--- src/design/sff_pkg.sv ---
// ----------------------------------------------------------------------------
// sff_pkg: shared types and constants for the symmetric FIR filter
// Field widths, request opcodes, register indexes, sequencer states and the
// control bundle that the sequencer broadcasts to the tap cells.
// ----------------------------------------------------------------------------
package sff_pkg;

  localparam int SAMPLE_W  = 16;
  localparam int COEF_IN_W = 16;
  localparam int CIDX_W    = 6;
  localparam int OUT_W     = 38;
  localparam int TAPCNT_W  = 7;
  localparam int CFG_IDX_W = 1;
  localparam int CFG_DAT_W = 7;

  localparam logic [TAPCNT_W-1:0] TAPCNT_RST = 7'd64;

  // request opcodes
  localparam logic OP_FILTER = 1'b0;
  localparam logic OP_COEF   = 1'b1;

  // register indexes
  localparam logic [CFG_IDX_W-1:0] REG_TAP_COUNT = 1'b0;
  localparam logic [CFG_IDX_W-1:0] REG_SYM_MODE  = 1'b1;

  typedef enum logic [1:0] {
    ST_IDLE,
    ST_ROT,
    ST_SUM
  } sff_state_t;

  typedef struct packed {
    logic coef_we;       // write coefficient into the addressed cell
    logic shift_sample;  // delay line advances by one
    logic load_mirror;   // mirror row takes the reversed coefficient row
    logic rotate;        // mirror row rotates one cell up
    logic mult;          // every cell registers its product
    logic sum_shift;     // product row shifts toward cell 0
  } sff_ctl_t;

endpackage

--- src/design/sff_ctrl.sv ---
// ----------------------------------------------------------------------------
// sff_ctrl: request sequencer and accumulator
// Writes coefficients; steps one sample request through mirror alignment,
// multiply and drain, sums the drained products, holds the output register.
// ----------------------------------------------------------------------------
module sff_ctrl #(
  parameter int MAX_TAPS = 64,
  parameter int NW       = 7
) (
  input  logic                              clk,
  input  logic                              rst_n,
  input  logic                              in_valid,
  input  logic                              in_op,
  output logic                              in_stall,
  input  logic [NW-1:0]                     n_taps,
  input  logic signed [sff_pkg::OUT_W-1:0]  prod_head,
  output sff_pkg::sff_ctl_t                 ctl,
  output logic                              out_valid,
  input  logic                              out_stall,
  output logic signed [sff_pkg::OUT_W-1:0]  out_filtered
);
  import sff_pkg::*;

  sff_state_t              state_r, state_nxt;
  logic [NW-1:0]           cnt_r, cnt_nxt;
  logic signed [OUT_W-1:0] acc_r, acc_nxt;
  logic                    out_valid_r, out_valid_nxt;
  logic signed [OUT_W-1:0] out_filtered_r, out_filtered_nxt;
  logic                    in_take;
  logic                    out_free;

  assign in_stall = (state_r != ST_IDLE);
  assign in_take  = in_valid && !in_stall;
  assign out_free = !out_valid_r || !out_stall;

  always_comb begin
    state_nxt        = state_r;
    cnt_nxt          = cnt_r;
    acc_nxt          = acc_r;
    out_filtered_nxt = out_filtered_r;
    out_valid_nxt    = out_valid_r && out_stall;
    ctl              = '0;
    case (state_r)
      ST_IDLE: begin
        if (in_take) begin
          if (in_op == OP_COEF) begin
            ctl.coef_we = 1'b1;
          end else begin
            ctl.shift_sample = 1'b1;
            ctl.load_mirror  = 1'b1;
            acc_nxt          = '0;
            cnt_nxt          = n_taps;
            state_nxt        = ST_ROT;
          end
        end
      end
      ST_ROT: begin
        // rotating by n lines mirror slot j up with coefficient n-1-j
        if (cnt_r == '0) begin
          ctl.mult  = 1'b1;
          cnt_nxt   = NW'(MAX_TAPS);
          state_nxt = ST_SUM;
        end else begin
          ctl.rotate = 1'b1;
          cnt_nxt    = cnt_r - 1'b1;
        end
      end
      ST_SUM: begin
        if (cnt_r != '0) begin
          ctl.sum_shift = 1'b1;
          acc_nxt       = acc_r + prod_head;
          cnt_nxt       = cnt_r - 1'b1;
        end else if (out_free) begin
          out_valid_nxt    = 1'b1;
          out_filtered_nxt = acc_r;
          state_nxt        = ST_IDLE;
        end
      end
      default: begin
        state_nxt = ST_IDLE;
      end
    endcase
  end

  always_ff @(posedge clk) begin
    if (!rst_n) begin
      state_r     <= ST_IDLE;
      cnt_r       <= '0;
      out_valid_r <= 1'b0;
    end else begin
      state_r     <= state_nxt;
      cnt_r       <= cnt_nxt;
      out_valid_r <= out_valid_nxt;
    end
  end

  always_ff @(posedge clk) begin
    acc_r          <= acc_nxt;
    out_filtered_r <= out_filtered_nxt;
  end

  assign out_valid    = out_valid_r;
  assign out_filtered = out_filtered_r;

endmodule

--- config.mk ---
export PLATFORM = sky130hd
export DESIGN_NAME = sff_ctrl
export DESIGN_NICKNAME = d
export VERILOG_FILES = /design/src/design/sff_pkg.sv /design/src/design/sff_ctrl.sv
export SDC_FILE = /design/constraint.sdc
export NUM_CORES = 1
export LEC_CHECK = 0
export ABC_AREA = 0
export BUFFER_PORTS_ARGS = -buffer_cell sky130_fd_sc_hd__clkbuf_2
export CELL_PAD_IN_SITES_DETAIL_PLACEMENT = 0
export CELL_PAD_IN_SITES_GLOBAL_PLACEMENT = 2
export CORE_MARGIN = 1.5
export CORE_UTILIZATION = 36
export DETAILED_ROUTE_END_ITERATION = 7
export PLACE_DENSITY = 0.87
export SLEW_MARGIN = 20
export SYNTH_ARGS = -nofsm -noshare
export SYNTH_HDL_FRONTEND = slang
export SYNTH_SLANG_ARGS = --single-unit
--- constraint.sdc ---
create_clock -name clk -period 4.81 [get_ports clk]
set_input_delay 0.962 -clock clk [delete_from_list [all_inputs] [get_ports clk]]
set_output_delay 0.962 -clock clk [all_outputs]
set_load 0.01 [all_outputs]
After elaboration in Yosys (flattened, before gate mapping)
Index checks and enable logic that the tools add are counted.
{"block": "classes", "add_sub_neg": 2, "n_eq_ne": 8, "n_mux": 27, "n_bitwise": 1, "reduce_logical": 16}
{"operator": "two-way mux 38 bit", "n": 3}
{"operator": "one-hot mux 38 bit (2 select lines)", "n": 1}
{"operator": "adder 38 bit", "n": 1}
{"operator": "two-way mux 7 bit", "n": 4}
{"operator": "one-hot mux 7 bit (3 select lines)", "n": 1}
{"operator": "two-way mux 2 bit", "n": 7}
{"operator": "!= test 2 bit (second input constant)", "n": 6}
{"operator": "two-way mux 1 bit", "n": 8}
{"operator": "AND reduction 4 bit", "n": 2}
{"operator": "zero test 7 bit", "n": 1}
{"operator": "nonzero test 7 bit", "n": 1}
{"operator": "subtractor 7 x 1 -> 7 bit (second input constant)", "n": 1}
{"operator": "two-way mux 3 bit", "n": 2}
{"operator": "one-hot mux 2 bit (3 select lines)", "n": 1}
{"operator": "AND reduction 5 bit", "n": 1}
{"operator": "nonzero test 2 bit", "n": 2}
{"operator": "zero test 1 bit", "n": 3}
{"operator": "AND reduction 3 bit", "n": 1}
{"operator": "nonzero test 3 bit", "n": 1}
{"operator": "== test 2 x 1 -> 1 bit (second input constant)", "n": 1}
{"operator": "== test 2 bit (second input constant)", "n": 1}
{"operator": "logical AND 1 bit", "n": 2}
{"operator": "zero test 2 bit", "n": 1}
{"operator": "logical OR 1 bit", "n": 1}
{"operator": "NOT 1 bit", "n": 1}
{"block": "word_totals", "register_bits": 86, "input_bits": 50, "out_inout_bits": 46, "wordCells": 59}

Logic depth before layout (Yosys ltp)
{"block": "depth", "depth_word": 5, "mapped_depth": 10, "mapped_depth_nobuf": 10}

Worst setup path before layout
OpenSTA, ideal clock, no wires.
{"block": "synth_timing", "path_type": "input port to flip-flop", "startpoint": "input port in_valid", "endpoint": "register acc_r[0], enable pin", "setup_ns": 0.446, "arrival_ns": 3.361, "required_time_ns": 4.364, "path_slack_ns": 1.003, "path_stages": 4, "n_path_buf": 0, "path_cell_list": "inv_1 -> nor3_1 -> a21oi_1 -> a21oi_1"}
{"block": "synth_via", "elab_chain_cells": 3}
{"item": "start: declaration", "line": "sff_ctrl.sv:12", "text": "input logic in_valid,"}
{"item": "logical AND 1 bit", "line": "sff_ctrl.sv:33", "text": "assign in_take = in_valid && !in_stall;"}
{"item": "!= test 2 bit (no source line)"}
{"item": "AND reduction 4 bit (no source line)"}
{"item": "end signal: assignment", "line": "sff_ctrl.sv:98", "text": "acc_r <= acc_nxt;"}
{"item": "end: declaration", "line": "sff_ctrl.sv:26", "text": "logic signed [OUT_W-1:0] acc_r, acc_nxt;"}
Every way passes these cells.
A chain may end at the register's enable or synchronous reset.

Final worst setup path
{"block": "layout_timing", "startpoint": "input port prod_head[0] in the netlist's numbering", "endpoint": "register acc_r[26], data pin"}
{"block": "layout_via", "elab_chain_cells": 3}
{"item": "start: declaration", "line": "sff_ctrl.sv:16", "text": "input logic signed [sff_pkg::OUT_W-1:0] prod_head,"}
{"item": "adder 38 bit", "line": "sff_ctrl.sv:71", "text": "acc_nxt = acc_r + prod_head;"}
{"item": "two-way mux 38 bit", "line": "sff_ctrl.sv:69", "text": "if (cnt_r != '0) begin"}
{"item": "one-hot mux 38 bit (2 select lines)", "line": "sff_ctrl.sv:43", "text": "case (state_r)"}
Every way passes these cells. The select of a mux whose other input is x is not followed.

==> summary.md <==
| Metric | Value |
|---|---|
| Syn. warnings | `0` |
| DP Wirelength | `~10000 um` |
| Internal power | `roughly 1.8 mW` |
| Hold crit path type | `reg2reg` |
| Worst skew pair latency | `between 0.3 and 0.4 ns` |
| Hold Vio Cnt, Final | `0` |
| Period Utilization, post-route | `0.701` |
| Clock share of power | `0.234` |
| Die Span X | `approximately 130 um` |
| Initial antenna violation count | `0` |
| Reg-to-reg startpoint | `acc_r[0]` |
| Netlist Area Pre-Place | `between 5000 and 6000 sq um` |
| Initial Utilization | `0.368` |
| Sink Count | `86` |
| Least-Margin Pin Slew | `0.882 ns` |
| First-pass GRT wire length | `~22000 um` |
| Flop pwr share | `0.359` |
| Die height | `around 130 um` |
| # rows | `45` |
| TritonCTS clock tree | `built` |
| Top-level port count | `96` |
| Max-Cap Viols | `0` |
| Switching Share | `0.388` |
| Routed length per instance | `between 15 and 20 um` |
| Post-CTS Setup Inserts | `0` |
| RD Place Congestion | `~0.9` |
| Critical path type | `in2reg` |
| Area Overhead vs Synth | `16.3%` |
| DRT antenna net count | `0` |
| GRT Total Usage | `0.176` |
| Die Area | `between 15000 and 20000 sq um` |
| Fin. max-slew vios | `0` |
| Setup crit end | `acc_r[26]` |
| Tot Pwr | `~2.9 mW` |
| Lkg Pwr | `approximately 2.7 nW` |
| CTS Buf Count | `9` |
| Power density over cell area | `445 nW/um^2` |
| Min Clock Period, post-route | `3.37 ns` |
| Utilization after layout | `0.428` |
| Number of global-route vias before repair | `4322` |
| Unique masters post-synth | `70` |
| Fraction of layout cells with a size suffix above 1 | `0.210` |
| Cells after synthesis | `about 560` |
| Critical Path RT | `between 4 and 5 ns` |
| Post-synth net total | `between 600 and 700` |
| Iteration-0 DRC count of the detailed router | `about 280` |
| Clock Tree Buf Depth | `2` |
| # diodes | `0` |
| CTS H-tree lvls | `3` |
| Net Sw Power | `about 1.1 mW` |
| Top FF cell, synth | `edfxtp_1` |
| Number of vias per cell | `5.41` |
| Nets | `740` |
| Outcome | `finished, final reports clean` |
| Crit end category | `flop` |
| R2R setup slack | `1.77 ns` |
| CP startpoint kind | `primary input` |
| WHS | `between 0.4 and 0.5 ns` |
| Worst Path Arrival | `approximately 3.5 ns` |
| Skew final | `between 0.007 and 0.008 ns` |
| CTS Root Cell | `clkbuf_16` |
| Non-Filler Instances | `839` |
| Placed Cells | `around 800` |
| Peak VDD IR | `between 0.15 and 0.2 mV` |
| Maximum fanout along the worst path | `4` |
| Core box area | `about 15000 sq um` |
| DR vias | `approximately 4500` |
| Sequential fraction of the synthesis area | `0.445` |
| Routed WL | `approximately 14000 um` |
| Pre-Repair DR Iteration Count | `4` |
| Final setup viols | `0` |
| Synth Area per Inst | `9.93 sq um` |
| Port Buffers | `95` |
| Total grt overflow | `0` |
| EDFF count, synth | `76` |
| Ys async rst share | `0` |
| DRC Markers | `0` |
| Slew margin rel. | `0.411` |
| Unrepaired setup endpoints after global routing | `no` |
| Yosys reg bits | `86` |
| Fillers | `1486` |
| CTS resizes | `0` |
| Worst setup startpoint | `prod_head[0]` |
| Worst reg2reg endpoint | `acc_r[26]` |
| Clk slew on worst S/H paths | `approximately 0.070 ns` |
| Hold buffers post-CTS | `0` |
| Setup TNS | `0 ns` |
| Peak Freq | `297 MHz` |
| Pin count of the biggest net entering global routing | `39` |
| Reg2Reg Depth | `10` |
| Combinational share of power | `0.407` |
## cell usage after synthesis (8+ instances only)
cell	instances	area, sq um
dfxtp_1	10	200
ha_1	43	538
edfxtp_1	76	2280
xnor2_1	13	114
o21ai_0	36	180
inv_1	21	78.8
nand2b_1	15	93.8
nand2_1	48	180
a21oi_1	46	230
clkbuf_1	18	67.6
xor2_1	8	70.1
nor2_1	49	184
nor3_1	18	90.1
a21o_1	19	143
nand3_1	14	70.1
nand4_1	12	75.1
mux2i_1	11	110
## cell families after synthesis
| group | synth area share |
|---|---|
| simple gates | 0.169 |
| compound gates | 0.192 |
| flops | 0.445 |
| buf+inv | 0.0388 |
| fa+ha+maj | 0.100 |
| xor+xnor | 0.0330 |
| mux | 0.0218 |
## cell type report
| type | instances | area [sq um] | area share |
|---|---|---|---|
| tap | 188 | 235 | 0.0363 |
| timing repair buffer | 98 | 498 | 0.0769 |
| clock buffer | 9 | 225 | 0.0348 |
| clock inverter | 7 | 58.8 | 0.00908 |
| multi-input combinational | 429 | 2900 | 0.447 |
| inverter | 22 | 82.6 | 0.0127 |
| sequential | 86 | 2480 | 0.383 |
## metrics by stage
stage               cell area [sq um]  worst slack [ns]
floorplan                        5570              1.00
global placement                 6190              1.11
detailed placement               6190              1.02
CTS                              6480              1.41
global route                     6480              1.24
finish                           6480              1.44
## metal layers
metal	part of all wire	up-vias	global-route usage	wire, um
met5	0	-	0	0
met4	0.014	0	0.0582	200
li1	-	2265	-	-
met2	0.46	97	0.287	6360
met1	0.48	2166	0.232	6640
met3	0.053	12	0.0398	737
## state kept, by name (all words and copies together) (netlist names)
signal,flops
acc_r,38
cnt_r,7
out_filtered,38
out_valid,1
state_r,2
## worst min-delay path by stage
stage | startpoint | to | cells after the start
after CTS | acc_r[24] | out_filtered[24] | 0
after global placement | acc_r[20] | out_filtered[20] | 0
final | acc_r[21] | out_filtered[21] | 0
after global routing | acc_r[15] | out_filtered[15] | 0
after detailed placement | acc_r[27] | out_filtered[27] | 0
after floorplan | acc_r[0] | out_filtered[0] | 0
## layout by cell type (no fill, tap or decap), types with 14 or more instances in the layout
cell type,instances
ha_1,43
clkbuf_2,95
edfxtp_1,76
nand2b_1,15
a21oi_1,44
nand3_1,14
o21ai_0,36
inv_1,21
nand2_1,48
nor2_1,49
nor3_1,18
a21o_1,19
## critical path, stage by stage
cell	delay [ns]
clkbuf_2	0.08
ha_1	0.16
inv_1	0.05
fa_1	0.36
and2b_1	0.24
o31ai_2	0.08
a21oi_2	0.29
a31oi_1	0.24
o41ai_2	0.60
a21boi_0	0.24
mux2i_1	0.16
## power by group through the flow
stage	sequential [mW]	combinational [mW]	clock, mW
floorplan	1.04	0.879	0
global placement	1.05	1.16	0
detailed placement	1.05	1.17	0
CTS	1.04	1.18	0.690
global route	1.05	1.32	0.720
finish	1.03	1.17	0.676
Note: power is estimated with default switching activity, not from simulation.
