--- config.mk ---
export PLATFORM = sky130hd
export DESIGN_NAME = sff_cell
export DESIGN_NICKNAME = d
export VERILOG_FILES = /design/src/design/sff_pkg.sv /design/src/design/sff_cell.sv
export SDC_FILE = /design/constraint.sdc
export NUM_CORES = 1
export LEC_CHECK = 0
export BUFFER_PORTS_ARGS = -buffer_cell sky130_fd_sc_hd__buf_2
export CAP_MARGIN = 5
export CORE_ASPECT_RATIO = 1.4
export CORE_UTILIZATION = 40
export CTS_CLUSTER_SIZE = 12
export DETAILED_ROUTE_END_ITERATION = 6
export PLACE_DENSITY = 0.69
export SKIP_LAST_GASP = 1
export SLEW_MARGIN = 40
export SYNTH_ARGS = -nofsm -noshare
export SYNTH_HDL_FRONTEND = slang
export SYNTH_SLANG_ARGS = --single-unit
--- constraint.sdc ---
create_clock -name clk -period 9.8 [get_ports clk]
set_clock_uncertainty 0.15 [all_clocks]
set_input_delay 0.98 -clock clk [delete_from_list [all_inputs] [get_ports clk]]
set_output_delay 0.98 -clock clk [all_outputs]
set_load 0.02 [all_outputs]
--- src/design/sff_pkg.sv ---
// ----------------------------------------------------------------------------
// sff_pkg: shared types and constants for the symmetric FIR filter
// Field widths, request opcodes, register indexes, sequencer states and the
// control bundle that the sequencer broadcasts to the tap cells.
// ----------------------------------------------------------------------------
package sff_pkg;

  localparam int SAMPLE_W  = 16;
  localparam int COEF_IN_W = 16;
  localparam int CIDX_W    = 6;
  localparam int OUT_W     = 38;
  localparam int TAPCNT_W  = 7;
  localparam int CFG_IDX_W = 1;
  localparam int CFG_DAT_W = 7;

  localparam logic [TAPCNT_W-1:0] TAPCNT_RST = 7'd64;

  // request opcodes
  localparam logic OP_FILTER = 1'b0;
  localparam logic OP_COEF   = 1'b1;

  // register indexes
  localparam logic [CFG_IDX_W-1:0] REG_TAP_COUNT = 1'b0;
  localparam logic [CFG_IDX_W-1:0] REG_SYM_MODE  = 1'b1;

  typedef enum logic [1:0] {
    ST_IDLE,
    ST_ROT,
    ST_SUM
  } sff_state_t;

  typedef struct packed {
    logic coef_we;       // write coefficient into the addressed cell
    logic shift_sample;  // delay line advances by one
    logic load_mirror;   // mirror row takes the reversed coefficient row
    logic rotate;        // mirror row rotates one cell up
    logic mult;          // every cell registers its product
    logic sum_shift;     // product row shifts toward cell 0
  } sff_ctl_t;

endpackage

--- src/design/sff_cell.sv ---
// ----------------------------------------------------------------------------
// sff_cell: one filter tap
// Holds one delayed sample, one coefficient, one slot of the mirrored
// coefficient row and one product; passes sample, mirror and product to
// its neighbors.
// ----------------------------------------------------------------------------
module sff_cell #(
  parameter int COEF_BITS = 16,
  parameter int CELL_IDX  = 0,
  parameter int NW        = 7
) (
  input  logic                                 clk,
  input  logic                                 rst_n,
  input  sff_pkg::sff_ctl_t                    ctl,
  input  logic [NW-1:0]                        n_taps,
  input  logic [NW-1:0]                        half_taps,
  input  logic                                 sym_mode,
  input  logic [sff_pkg::CIDX_W-1:0]           wr_idx,
  input  logic signed [COEF_BITS-1:0]          wr_coef,
  input  logic signed [sff_pkg::SAMPLE_W-1:0]  smp_in,
  input  logic signed [COEF_BITS-1:0]          mir_src,
  input  logic signed [COEF_BITS-1:0]          mir_in,
  input  logic signed [sff_pkg::OUT_W-1:0]     prod_in,
  output logic signed [sff_pkg::SAMPLE_W-1:0]  smp_out,
  output logic signed [COEF_BITS-1:0]          coef_out,
  output logic signed [COEF_BITS-1:0]          mir_out,
  output logic signed [sff_pkg::OUT_W-1:0]     prod_out
);
  import sff_pkg::*;

  localparam int PW = COEF_BITS + SAMPLE_W;
  localparam int EW = (PW > OUT_W) ? PW : OUT_W;

  logic signed [SAMPLE_W-1:0]  smp_r;
  logic signed [COEF_BITS-1:0] coef_r;
  logic signed [COEF_BITS-1:0] mir_r;
  logic signed [OUT_W-1:0]     prod_r;

  logic                        active;
  logic                        lower;
  logic signed [COEF_BITS-1:0] eff_coef;
  logic signed [PW-1:0]        mul;
  logic signed [EW-1:0]        mul_ext;

  assign active   = CELL_IDX < int'(n_taps);
  assign lower    = CELL_IDX < int'(half_taps);
  // upper half of a folded filter takes the mirrored coefficient
  assign eff_coef = (sym_mode && !lower) ? mir_r : coef_r;
  assign mul      = eff_coef * smp_r;
  assign mul_ext  = EW'(mul);

  always_ff @(posedge clk) begin
    if (!rst_n) begin
      smp_r <= '0;
    end else if (ctl.shift_sample) begin
      smp_r <= smp_in;
    end
  end

  always_ff @(posedge clk) begin
    if (ctl.coef_we && (int'(wr_idx) == CELL_IDX)) begin
      coef_r <= wr_coef;
    end
    if (ctl.load_mirror) begin
      mir_r <= mir_src;
    end else if (ctl.rotate) begin
      mir_r <= mir_in;
    end
    if (ctl.mult) begin
      prod_r <= active ? mul_ext[OUT_W-1:0] : '0;
    end else if (ctl.sum_shift) begin
      prod_r <= prod_in;
    end
  end

  assign smp_out  = smp_r;
  assign coef_out = coef_r;
  assign mir_out  = mir_r;
  assign prod_out = prod_r;

endmodule

Word level (Yosys, flattened, before mapping)
Cells that the tools add are included.
Word-level totals
  register bits after elaboration: 86
  output and inout bits: 86
  logic and storage cells: 19
Operators by class
  $mul: 1
  magnitude comparators: 2
  multiplexer cells: 6
  reductions and logical operators: 6
Operator list (number)
  two-way mux 38 bit: 3
  two-way mux 16 bit: 3
  multiplier 16 x 16 -> 32 bit: 1
  less-than comparator 1 x 7 -> 1 bit (first input constant): 2
  logical NOT 6 bit: 1
  nonzero test 2 bit: 2
  logical AND 1 bit: 2
  logical NOT 1 bit: 1

Longest topological paths before layout
Gate-level depths: netlist of the first run.
  word-level depth: 7
  mapped depth: 26
  gate-level depth less buffers: 24

Worst setup path before layout of the first run
No wires, ideal clock.
  path kind: input to register
  from: input port sym_mode
  to: register prod_r[31], in the netlist prod_out[31], data pin
  setup time: 0.272 ns
  data arrival time: 7.614 ns
  data required time: 9.378 ns
  setup slack: 1.764 ns
  cell stages on the path: 22
  path through: nor4b_1 > nand2_1 > clkbuf_1 > mux2_2 > clkbuf_1 > nand2_1 > inv_1 > fa_1 > fa_1 > fa_1 > fa_1 > fa_1 > fa_1 > ha_1 > a21o_1 > a21o_1 > a21o_1 > or3_1 > o21ai_1 > o21ai_1 > mux2i_1 > nand2_1
Between the ends
  longest elaborated chain between the ends: 5
RTL lines
  start: declaration: RTL line sff_cell.sv:17  | input logic sym_mode,
  logical AND 1 bit: RTL line sff_cell.sv:48  | assign eff_coef = (sym_mode && !lower) ? mir_r : coef_r;
  two-way mux 16 bit: RTL line sff_cell.sv:48
  multiplier 16 x 16 -> 32 bit: RTL line sff_cell.sv:49  | assign mul = eff_coef * smp_r;
  two-way mux 38 bit: RTL line sff_cell.sv:70  | prod_r <= active ? mul_ext[OUT_W-1:0] : '0;
  two-way mux 38 bit: RTL line sff_cell.sv:69  | if (ctl.mult) begin
  end signal: assignment: RTL line sff_cell.sv:70
  end signal: assignment: RTL line sff_cell.sv:72  | prod_r <= prod_in;
  end: declaration: RTL line sff_cell.sv:37  | logic signed [OUT_W-1:0] prod_r;
No other way between the ends.
A chain may end at the register's enable or synchronous reset.

Worst setup path in the final report of the first run
  from: input port half_taps[5]
  to: register prod_r[37], in the netlist prod_out[37], data pin
Between the ends
  longest elaborated chain between the ends: 7
RTL lines
  start: declaration: RTL line sff_cell.sv:16  | input logic [NW-1:0] half_taps,
  less-than comparator 1 x 7 -> 1 bit: RTL line sff_cell.sv:46  | assign lower = CELL_IDX < int'(half_taps);
  logical NOT 1 bit: RTL line sff_cell.sv:48
  logical AND 1 bit: RTL line sff_cell.sv:48
  two-way mux 16 bit: RTL line sff_cell.sv:48
  multiplier 16 x 16 -> 32 bit: RTL line sff_cell.sv:49
  two-way mux 38 bit: RTL line sff_cell.sv:70
  two-way mux 38 bit: RTL line sff_cell.sv:69
No other way between the ends.

==> results of run 1 <==
registers in the layout, indices dropped and copies added, names as in the netlist:
| signal | flops |
|---|---|
| coef_out | 16 |
| mir_out | 16 |
| prod_out | 38 |
| smp_out | 16 |
Yosys cell counts (3+ instances only):
library cell / count
nand3_1: 7
nand2b_1: 7
nand3b_1: 3
inv_1: 297
nor3_1: 8
xor2_1: 8
a211oi_1: 3
clkbuf_1: 47
nand2_1: 131
o21ai_1: 7
fa_1: 262
nor2_1: 28
mux2_2: 31
a21oi_1: 32
a31oi_1: 3
a2111o_1: 3
a21o_1: 7
a32o_1: 3
o32ai_1: 3
a22o_1: 20
dfxtp_1: 16
o21a_1: 9
nand4_1: 3
nor2b_1: 31
xnor2_1: 18
and2_1: 114
edfxtp_1: 70
nor4_1: 4
o21ai_0: 10
or2_2: 5
o2bb2ai_1: 3
mux2i_1: 18
ha_1: 82
o211ai_1: 3
or3_1: 6
through the flow:
stage | std cells | power [W] | hold WS, ns | setup WS (ns)
2_1_floorplan | 1330 | 0.00190 | 0.462 | 1.76
3_3_place_gp | 1949 | 0.00232 | 0.422 | 1.48
3_5_place_dp | 1949 | 0.00236 | 0.446 | 1.33
4_1_cts | 1965 | 0.00275 | 0.448 | 1.69
5_1_grt | 1965 | 0.00298 | 0.484 | 1.32
6_report | 1965 | 0.00273 | 0.441 | 1.70
area by class of cell:
class | count | area share
Inverter | 298 | 0.0732
Tap cell | 445 | 0.0364
Multi-Input combinational cell | 895 | 0.635
Clock inverter | 7 | 0.00671
Timing Repair Buffer | 225 | 0.0751
Sequential cell | 86 | 0.158
Clock buffer | 9 | 0.0147
worst max-delay path by stage:
stage | startpoint | slack (ns) | to | cells after the start
6_report | half_taps[5] | 1.70 | prod_out[37]$_DFFE_PP_ | 21
5_1_grt | half_taps[1] | 1.32 | prod_out[32]$_DFFE_PP_ | 23
4_1_cts | half_taps[6] | 1.69 | prod_out[37]$_DFFE_PP_ | 21
3_5_place_dp | half_taps[1] | 1.33 | prod_out[31]$_DFFE_PP_ | 21
3_3_place_gp | half_taps[1] | 1.48 | prod_out[32]$_DFFE_PP_ | 21
2_1_floorplan | sym_mode | 1.76 | prod_out[31]$_DFFE_PP_ | 22
worst max-delay path, stage by stage:
cell	delay [ns]
buf_2	0.11
nor4_1	0.29
nand2_1	0.32
mux2_2	0.51
nand2_1	0.16
inv_1	0.09
fa_1	0.64
fa_1	0.88
fa_1	0.52
fa_1	0.56
fa_1	0.43
fa_1	0.44
ha_1	0.38
a21o_1	0.19
a21o_1	0.19
a21o_1	0.19
or3_1	0.35
o21ai_1	0.11
o21ai_1	0.10
mux2i_1	0.45
nand2_1	0.10
power by group:
part	leakage [nW]	total (W)	internal [W]	switching (W)
clock	0.157	0.000381	0.000226	0.000155
sequential	0.833	0.000548	0.000509	0.0000387
combinational	6.66	0.00180	0.000737	0.00106
cell families after synthesis:
group / count (synthesis) / synth area share
DFF: 86 / 0.180
muxes: 49 / 0.0394
adders and majority gates: 344 / 0.467
and+or+nand+nor: 356 / 0.136
xor gates and xnor gates: 26 / 0.0169
buffers and inverters: 349 / 0.0979
AOI/OAI and AO/OA: 120 / 0.0632
routing by layer:
metal / track usage / routed length (um) / vias to the layer above
li1: - / - / 4468
met1: 0.250 / 13900 / 4868
met2: 0.373 / 17200 / 322
met3: 0.0314 / 1680 / 50
met4: 0.0686 / 750 / 0
met5: 0 / 0 / -
layout by cell type (no fill, tap or decap), drive strengths merged, types with 4 or more instances in the layout:
cell,netlist,routed
nand2,131,131
mux2i,18,18
edfxtp,70,70
a21oi,32,32
nand2b,7,7
clkbuf,48,9
o21a,9,9
nor3,8,8
fa,262,262
buf,3,225
a22o,20,20
or2,6,6
nor2b,31,31
nand3,7,7
a21o,7,7
xnor2,18,18
and2,115,115
xor2,8,8
nor4,4,4
dfxtp,16,16
nor2,28,28
or3,6,6
o21ai,17,17
ha,82,82
mux2,31,31
inv,297,300
==> flow_summary.toml, run 1 <==
[yosys]
syn_inst = 1330
yosysUniqueCellTypes = 57
syn_area_per_cell_um2 = 10.1
synthFlopType = "edfxtp_1"
syn-cell-area_um2 = 13400
synth-edff-count = 70
yosysTopAreaCell = "fa_1"
ys_seq_elements = 86
synth_top_area_frac = 0.390
ys_warn_count = 0
ys_top_cells_by_area = "fa_1 (39%), edfxtp_1 (16%), inv_1 (8.3%), ha_1 (7.6%), and2_1 (5.3%)"
yosysSeqAreaShare = 0.180
synth_nets = 1805
synthArstFlopShare = 0

[job]
drv_cap = 0

[worst_setup_path]
crit_arrival_ns = 8.03
rrSetupSlack_ns = 2.70
end_kind = "flip-flop"
reg2reg_depth = 18
crit_type = "primary input to flip-flop"
regToRegEndpoint = "prod_out[37]$_DFFE_PP_"
required_ns = 9.73
reg2reg_from = "coef_out[15]$_DFFE_PP_"
critPathMaxFanout = 16
worst_setup_path_start_kind = "primary input"

[placed_design]
dpl_cell_area_um2 = 15000
dpl.hpwl_um = 27900
io_buffers = 216
globalplace.congestion = 0.919

[timing]
setup_violations = 0
tns_ns = 0
slew_headroom = 0.384
finalHoldViolCount = 0
slew_violations = 0
tightest_slew_ns = 0.922
max_freq_mhz = 123
finalCriticalPeriod_ns = 8.10
period_share = 0.826
rsz0062_at_grt = "false"

[detailed_routing]
routed_via_density = 4.94
firstDrtPassIters = 5
routed_wl_um = 33500
via_count = 9708
drt_iter0_drc = 482
drc = 0
antenna_left = 0
detail_route.wl_per_cell_um = 17.1

[clock_network]
h-tree-depth = 3
path_clk_slew_ns = 0.07
clock_path_buffers = 2
numCtsBuffers = 9
post-cts-setup-buffers = 0
cts_tree = "built"
clock_sinks = 86
clock-root-buffer = "clkbuf_16"
worstSkewPairLatency_ns = 0.36
cts_resized = 0
cts_hold_buf = 0

[floorplanning]
floorplan.core_area_um2 = 33100
num_io_pins = 217
die_y_um = 219
fp.dieW_um = 157
rows = 79
die-area_um2 = 34300
start_util = 0.406

[power_and_ir_drop]
irDropWorstVdd_mv = 0.126
power.leakage_nw = 7.65
power.density_nw_per_um2 = 179

[worst_hold_path]
holdPathEnd = "smp_out[4]$_SDFFE_PN0P_"
hold_depth = 2
min_from = "smp_out[4]$_SDFFE_PN0P_"
hold_class = "flip-flop to flip-flop"

[finish]
seqCellArea_um2 = 2420
drive_gt1_frac = 0.186
syn_to_final_growth_pct = 13.7
post-route-cell-area_um2 = 15300
nets = 1990
fin_util = 0.462
n_antenna_cell = 0
final.fill_count = 3103
multi_input_area_um2 = 9710

[run_status]
status = "complete, no violations"

[grt]
grt_pass1_wl_um = 54500
grt_max_degree = 39
grt_pass1_vias = 10500
antenna_found_initial = 0
grt_usage = 0.207
overflow = 0
Note: power is estimated with default switching activity, not from simulation.
==> run 2, diff against run 1 <==
--- a/config.mk
+++ b/config.mk
@@ -11,7 +11,7 @@
 export CORE_UTILIZATION = 40
 export CTS_CLUSTER_SIZE = 12
 export DETAILED_ROUTE_END_ITERATION = 6
-export PLACE_DENSITY = 0.69
+export PLACE_DENSITY = 0.71
 export SKIP_LAST_GASP = 1
 export SLEW_MARGIN = 40
 export SYNTH_ARGS = -nofsm -noshare
==> constraint.sdc (replaced) <==
create_clock -name clk -period 7.4 [get_ports clk]
set_clock_uncertainty 0.15 [all_clocks]
set_input_delay 0.74 -clock clk [delete_from_list [all_inputs] [get_ports clk]]
set_output_delay 0.74 -clock clk [all_outputs]
set_load 0.02 [all_outputs]
==> run 2 against run 1 <==
Effect of this change: count of clock-buffer cells in the layout grew 2; sequential power grew 33%; via count grew 4.4%; cell count grew 4.9%; routed wire length grew 4.1%; core utilization grew 2.5 points; global-route usage grew 0.79 points; sequential share of layout area shrank 0.80 points; power grew 44%; die area is the same; register-to-register slack lost 1.8 ns; setup slack lost 1.4 ns; critical path type unchanged; critical endpoint is now prod_out[30]$_DFFE_PP_; largest power group unchanged.
==> flow_summary.toml, run 2 (synthesis results as in run 1) <==
[clock_network]
path_clk_slew_ns = 0.07
clock_path_buffers = 2
worstSkewPairLatency_ns = 0.36
cts_hold_buf = 0
cts_tree = "built"
h-tree-depth = 3
numCtsBuffers = 9
clock_sinks = 86
clock-root-buffer = "clkbuf_16"

[finish]
layout_commonest_cell = "inv_1"
fin_cells = 2062
syn_to_final_growth_pct = 19.9
post-route-cell-area_um2 = 16100
layout_common_cells = "inv_1 (297), fa_1 (260), buf_2 (216)"
nets = 2086
drive_gt1_frac = 0.242
largest_reg_flops = 38

[floorplanning]
fp.dieW_um = 157
die_y_um = 219
num_io_pins = 217
floorplan.core_area_um2 = 33100
rows = 79
start_util = 0.406
die-area_um2 = 34300

[timing]
max_freq_mhz = 140
setup_slack_ns = 0.257
rsz0062_at_grt = "false"
period_share = 0.965
finalCriticalPeriod_ns = 7.14
slew_headroom = 0.431
tns_ns = 0
finalHoldViolCount = 0
slew_violations = 0
setup_violations = 0
tightest_slew_ns = 0.852

[placed_design]
dp_slack_ns = -0.267
dpl.hpwl_um = 29800
io_buffers = 216
globalplace.congestion = 0.925
placed_cells = 2044
dpl_cell_area_um2 = 15800

[power_and_ir_drop]
power.density_nw_per_um2 = 244
power.leakage_nw = 8.15
irDropWorstVdd_mv = 0.159
total_power_w = 0.00394

[detailed_routing]
drc = 0
routed_via_density = 4.92
firstDrtPassIters = 5
drt_iter0_drc = 410
routed_wl_um = 34900
detail_route.wl_per_cell_um = 16.9
via_count = 10100
antenna_left = 0

[grt]
overflow = 0
antenna_found_initial = 1
grt_usage = 0.215
grt_max_degree = 39
grt_pass1_wl_um = 57100
grt_pass1_vias = 11300

[run_status]
status = "complete, no violations"

[worst_setup_path]
required_ns = 7.35
crit_arrival_ns = 7.09
end_kind = "flip-flop"
crit_type = "primary input to flip-flop"
worst_setup_path_start_kind = "primary input"
critPathMaxFanout = 14

[worst_hold_path]
hold_class = "primary input to flip-flop"

[job]
drv_cap = 0
## run 2: worst max-delay path, stage by stage
cell	delay (ns)
buf_2	0.12
nor4_4	0.27
nand2_1	0.08
buf_4	0.21
mux2_4	0.38
and2_1	0.20
fa_2	0.67
buf_4	0.15
fa_1	0.44
fa_1	0.45
fa_1	0.52
fa_1	0.55
inv_1	0.05
fa_1	0.47
inv_1	0.04
ha_1	0.29
buf_4	0.15
buf_4	0.14
a211oi_1	0.24
o21ai_1	0.13
a22o_1	0.20
a311oi_2	0.29
a2111o_1	0.20
o221ai_1	0.10
## run 2: layout make-up
type / instances / area [um2]
diodes: 1 / 2.50
flip-flops and latches: 86 / 2420
clock buffers: 11 / 253
fillers: 3019 / 17000
clock inverters: 5 / 40.0
multi-input cells: 895 / 9780
well taps: 445 / 557
repair buffers: 321 / 1940
inverters: 298 / 1120
## run 2: per-layer routing
layer / GRT usage / part of all wire / vias to the layer above
met2: 0.398 / 0.53 / 301
met3: 0.0294 / 0.047 / 61
met1: 0.249 / 0.39 / 5117
li1: - / - / 4661
met4: 0.0804 / 0.030 / 0
met5: 0 / 0 / -
## run 2: stage by stage
| stage | hold slack (ns) | utilization |
|---|---|---|
| global placement | 0.445 | 0.476 |
| global route | 0.391 | 0.487 |
| floorplan | 0.462 | - |
| CTS | 0.387 | 0.485 |
| detailed placement | 0.455 | 0.476 |
| finish | 0.402 | 0.487 |
## run 2: worst paths after layout
check | startpoint | endpoint | slack (ns) | cells past startpoint
hold reg to reg | smp_out[15]$_SDFFE_PN0P_ | smp_out[15]$_SDFFE_PN0P_ | 0.46 | 2
setup reg to reg | smp_out[8]$_SDFFE_PN0P_ | prod_out[30]$_DFFE_PP_ | 0.91 | 19
hold / removal | wr_coef[7] | coef_out[7]$_DFFE_PP_ | 0.40 | 1
setup / recovery | half_taps[6] | prod_out[30]$_DFFE_PP_ | 0.26 | 24
## run 2: what timing repair did
item,CTS,global route
gates resized for setup,0,11
setup buffers,0,1
setup endpoints to repair,0,15
## run 2: power breakdown
group | switching [W] | leakage, nW | internal (W)
sequential | 0.0000547 | 0.834 | 0.000675
clock | 0.000199 | 0.147 | 0.000249
combinational | 0.00150 | 7.17 | 0.00126
total | 0.00176 | 8.15 | 0.00218
==> run 3, diff against run 2 <==
--- a/config.mk
+++ b/config.mk
@@ -11,7 +11,7 @@
 export CORE_UTILIZATION = 40
 export CTS_CLUSTER_SIZE = 12
 export DETAILED_ROUTE_END_ITERATION = 6
-export PLACE_DENSITY = 0.71
+export PLACE_DENSITY = 0.69
 export SKIP_LAST_GASP = 1
 export SLEW_MARGIN = 40
 export SYNTH_ARGS = -nofsm -noshare
==> constraint.sdc (replaced) <==
create_clock -name clk -period 8.9 [get_ports clk]
set_clock_uncertainty 0.15 [all_clocks]
set_input_delay 0.89 -clock clk [delete_from_list [all_inputs] [get_ports clk]]
set_output_delay 0.89 -clock clk [all_outputs]
set_load 0.02 [all_outputs]
==> run 3 against run 2 <==
Effect of this change: global-route usage grew 0.24 points; routed wire length down 0.58%; sequential cell count unchanged; largest power group unchanged; largest cell class unchanged; die area is the same; via count is 2.9% lower; hold slack better by 0.075 ns; combinational power fell by 26%.
==> flow_summary.toml, run 3 (synthesis results as in run 1) <==
[floorplanning]
floorplan.core_area_um2 = 33100
die_y_um = 219
rows = 79
start_util = 0.406
fp.dieW_um = 157
num_io_pins = 217
die-area_um2 = 34300

[placed_design]
dp_slack_ns = 0.662
io_buffers = 216
dpl_cell_area_um2 = 15000
globalplace.congestion = 0.888
dpl.hpwl_um = 28000

[run_status]
status = "complete, no violations"

[timing]
setup_slack_ns = 1.05
tns_ns = 0
rsz0062_at_grt = "false"
slew_headroom = 0.469
setup_violations = 0
slew_violations = 0
period_share = 0.882
max_freq_mhz = 127
finalCriticalPeriod_ns = 7.85
tightest_slew_ns = 0.795
finalHoldViolCount = 0

[clock_network]
cts_resized = 0
worstSkewPairLatency_ns = 0.38
numCtsBuffers = 9
cts_tree = "built"
post-cts-setup-buffers = 0
path_clk_slew_ns = 0.07
clock-root-buffer = "clkbuf_16"
clock_sinks = 86
clock_path_buffers = 2
h-tree-depth = 3
cts_hold_buf = 0

[power_and_ir_drop]
power.leakage_nw = 7.64
irDropWorstVdd_mv = 0.146
power.density_nw_per_um2 = 199

[detailed_routing]
drt_iter0_drc = 528
routed_via_density = 5.01
detail_route.wl_per_cell_um = 17.7
firstDrtPassIters = 6
routed_wl_um = 34700
antenna_left = 0
via_count = 9841
drc = 0

[worst_setup_path]
cpMostUsedCell = "fa_1"
end_kind = "flip-flop"
worst_setup_path_start_kind = "primary input"
cpLargestDelayFamily = "adder cells"
crit_arrival_ns = 7.79
critPathMaxFanout = 16
required_ns = 8.85
crit_type = "primary input to flip-flop"
cp_num_buf_inv = 2
critPathSlowestCell = "fa_1"
crit_chain = "buf_2, nor4b_1, nand2_1, mux2_2, nand2_1, inv_1, fa_1, fa_1, fa_1, fa_1, fa_1, fa_1, ha_1, a21o_1, a21o_1, a21oi_1, nand3b_1, a211oi_1, o21ai_1, mux2i_1, nand2_1"
critPathMaxStageDelay_ns = 0.92

[finish]
n_antenna_cell = 0
drive_gt1_frac = 0.190
syn_to_final_growth_pct = 13.5
layout_commonest_cell = "inv_1"
nets = 1991
layout_common_cells = "inv_1 (297), fa_1 (262), buf_2 (216)"
final.fill_count = 3083
post-route-cell-area_um2 = 15300
largest_reg_flops = 38

[grt]
grt_pass1_vias = 10900
grt_usage = 0.218
overflow = 0
antenna_found_initial = 0
grt_max_degree = 39
grt_pass1_wl_um = 56200

[worst_hold_path]
hold_class = "flip-flop to flip-flop"

[job]
drv_cap = 0
run 3: area by class of cell:
class,count,area (um2),area share
Clock inverter,6,42.5,0.00279
Tap cell,445,557,0.0365
Clock buffer,10,239,0.0157
Timing Repair Buffer,226,1160,0.0758
Sequential cell,86,2430,0.159
Multi-Input combinational cell,895,9710,0.637
Inverter,298,1120,0.0733
run 3: path summary, 6_finish.rpt:
check | slack, ns | from | cells after the start | end
setup / recovery | 1.05 | half_taps[1] | 21 | prod_out[35]$_DFFE_PP_
hold reg to reg | 0.48 | smp_out[15]$_SDFFE_PN0P_ | 2 | smp_out[15]$_SDFFE_PN0P_
setup reg to reg | 1.77 | coef_out[15]$_DFFE_PP_ | 18 | prod_out[35]$_DFFE_PP_
hold / removal | 0.48 | smp_out[15]$_SDFFE_PN0P_ | 2 | smp_out[15]$_SDFFE_PN0P_
run 3: report_power, final:
part           leakage, nW  internal [W]  switching, W
Combinational         6.66      0.000828       0.00123
Sequential           0.835      0.000561     0.0000427
Clock                0.144      0.000199      0.000173
run 3: worst min-delay path: stages (launching register included):
cell and delay (ns):
dfxtp_1 0.37, mux2i_1 0.16, nor2b_1 0.06
run 3: stage by stage:
step	cells	utilization	hold slack [ns]	total power (W)
floorplan	1330	-	0.462	0.00209
global placement	1950	0.452	0.426	0.00261
detailed placement	1950	0.452	0.457	0.00266
CTS	1966	0.460	0.473	0.00304
global route	1966	0.461	0.510	0.00331
finish	1966	0.461	0.477	0.00303
run 3: routing by layer:
metal  track usage  share of wire  up-vias
li1              -              -     4473
met3        0.0346          0.060       68
met1         0.259           0.40     4953
met4        0.0840          0.028        0
met5             0              0        -
met2         0.389           0.51      347
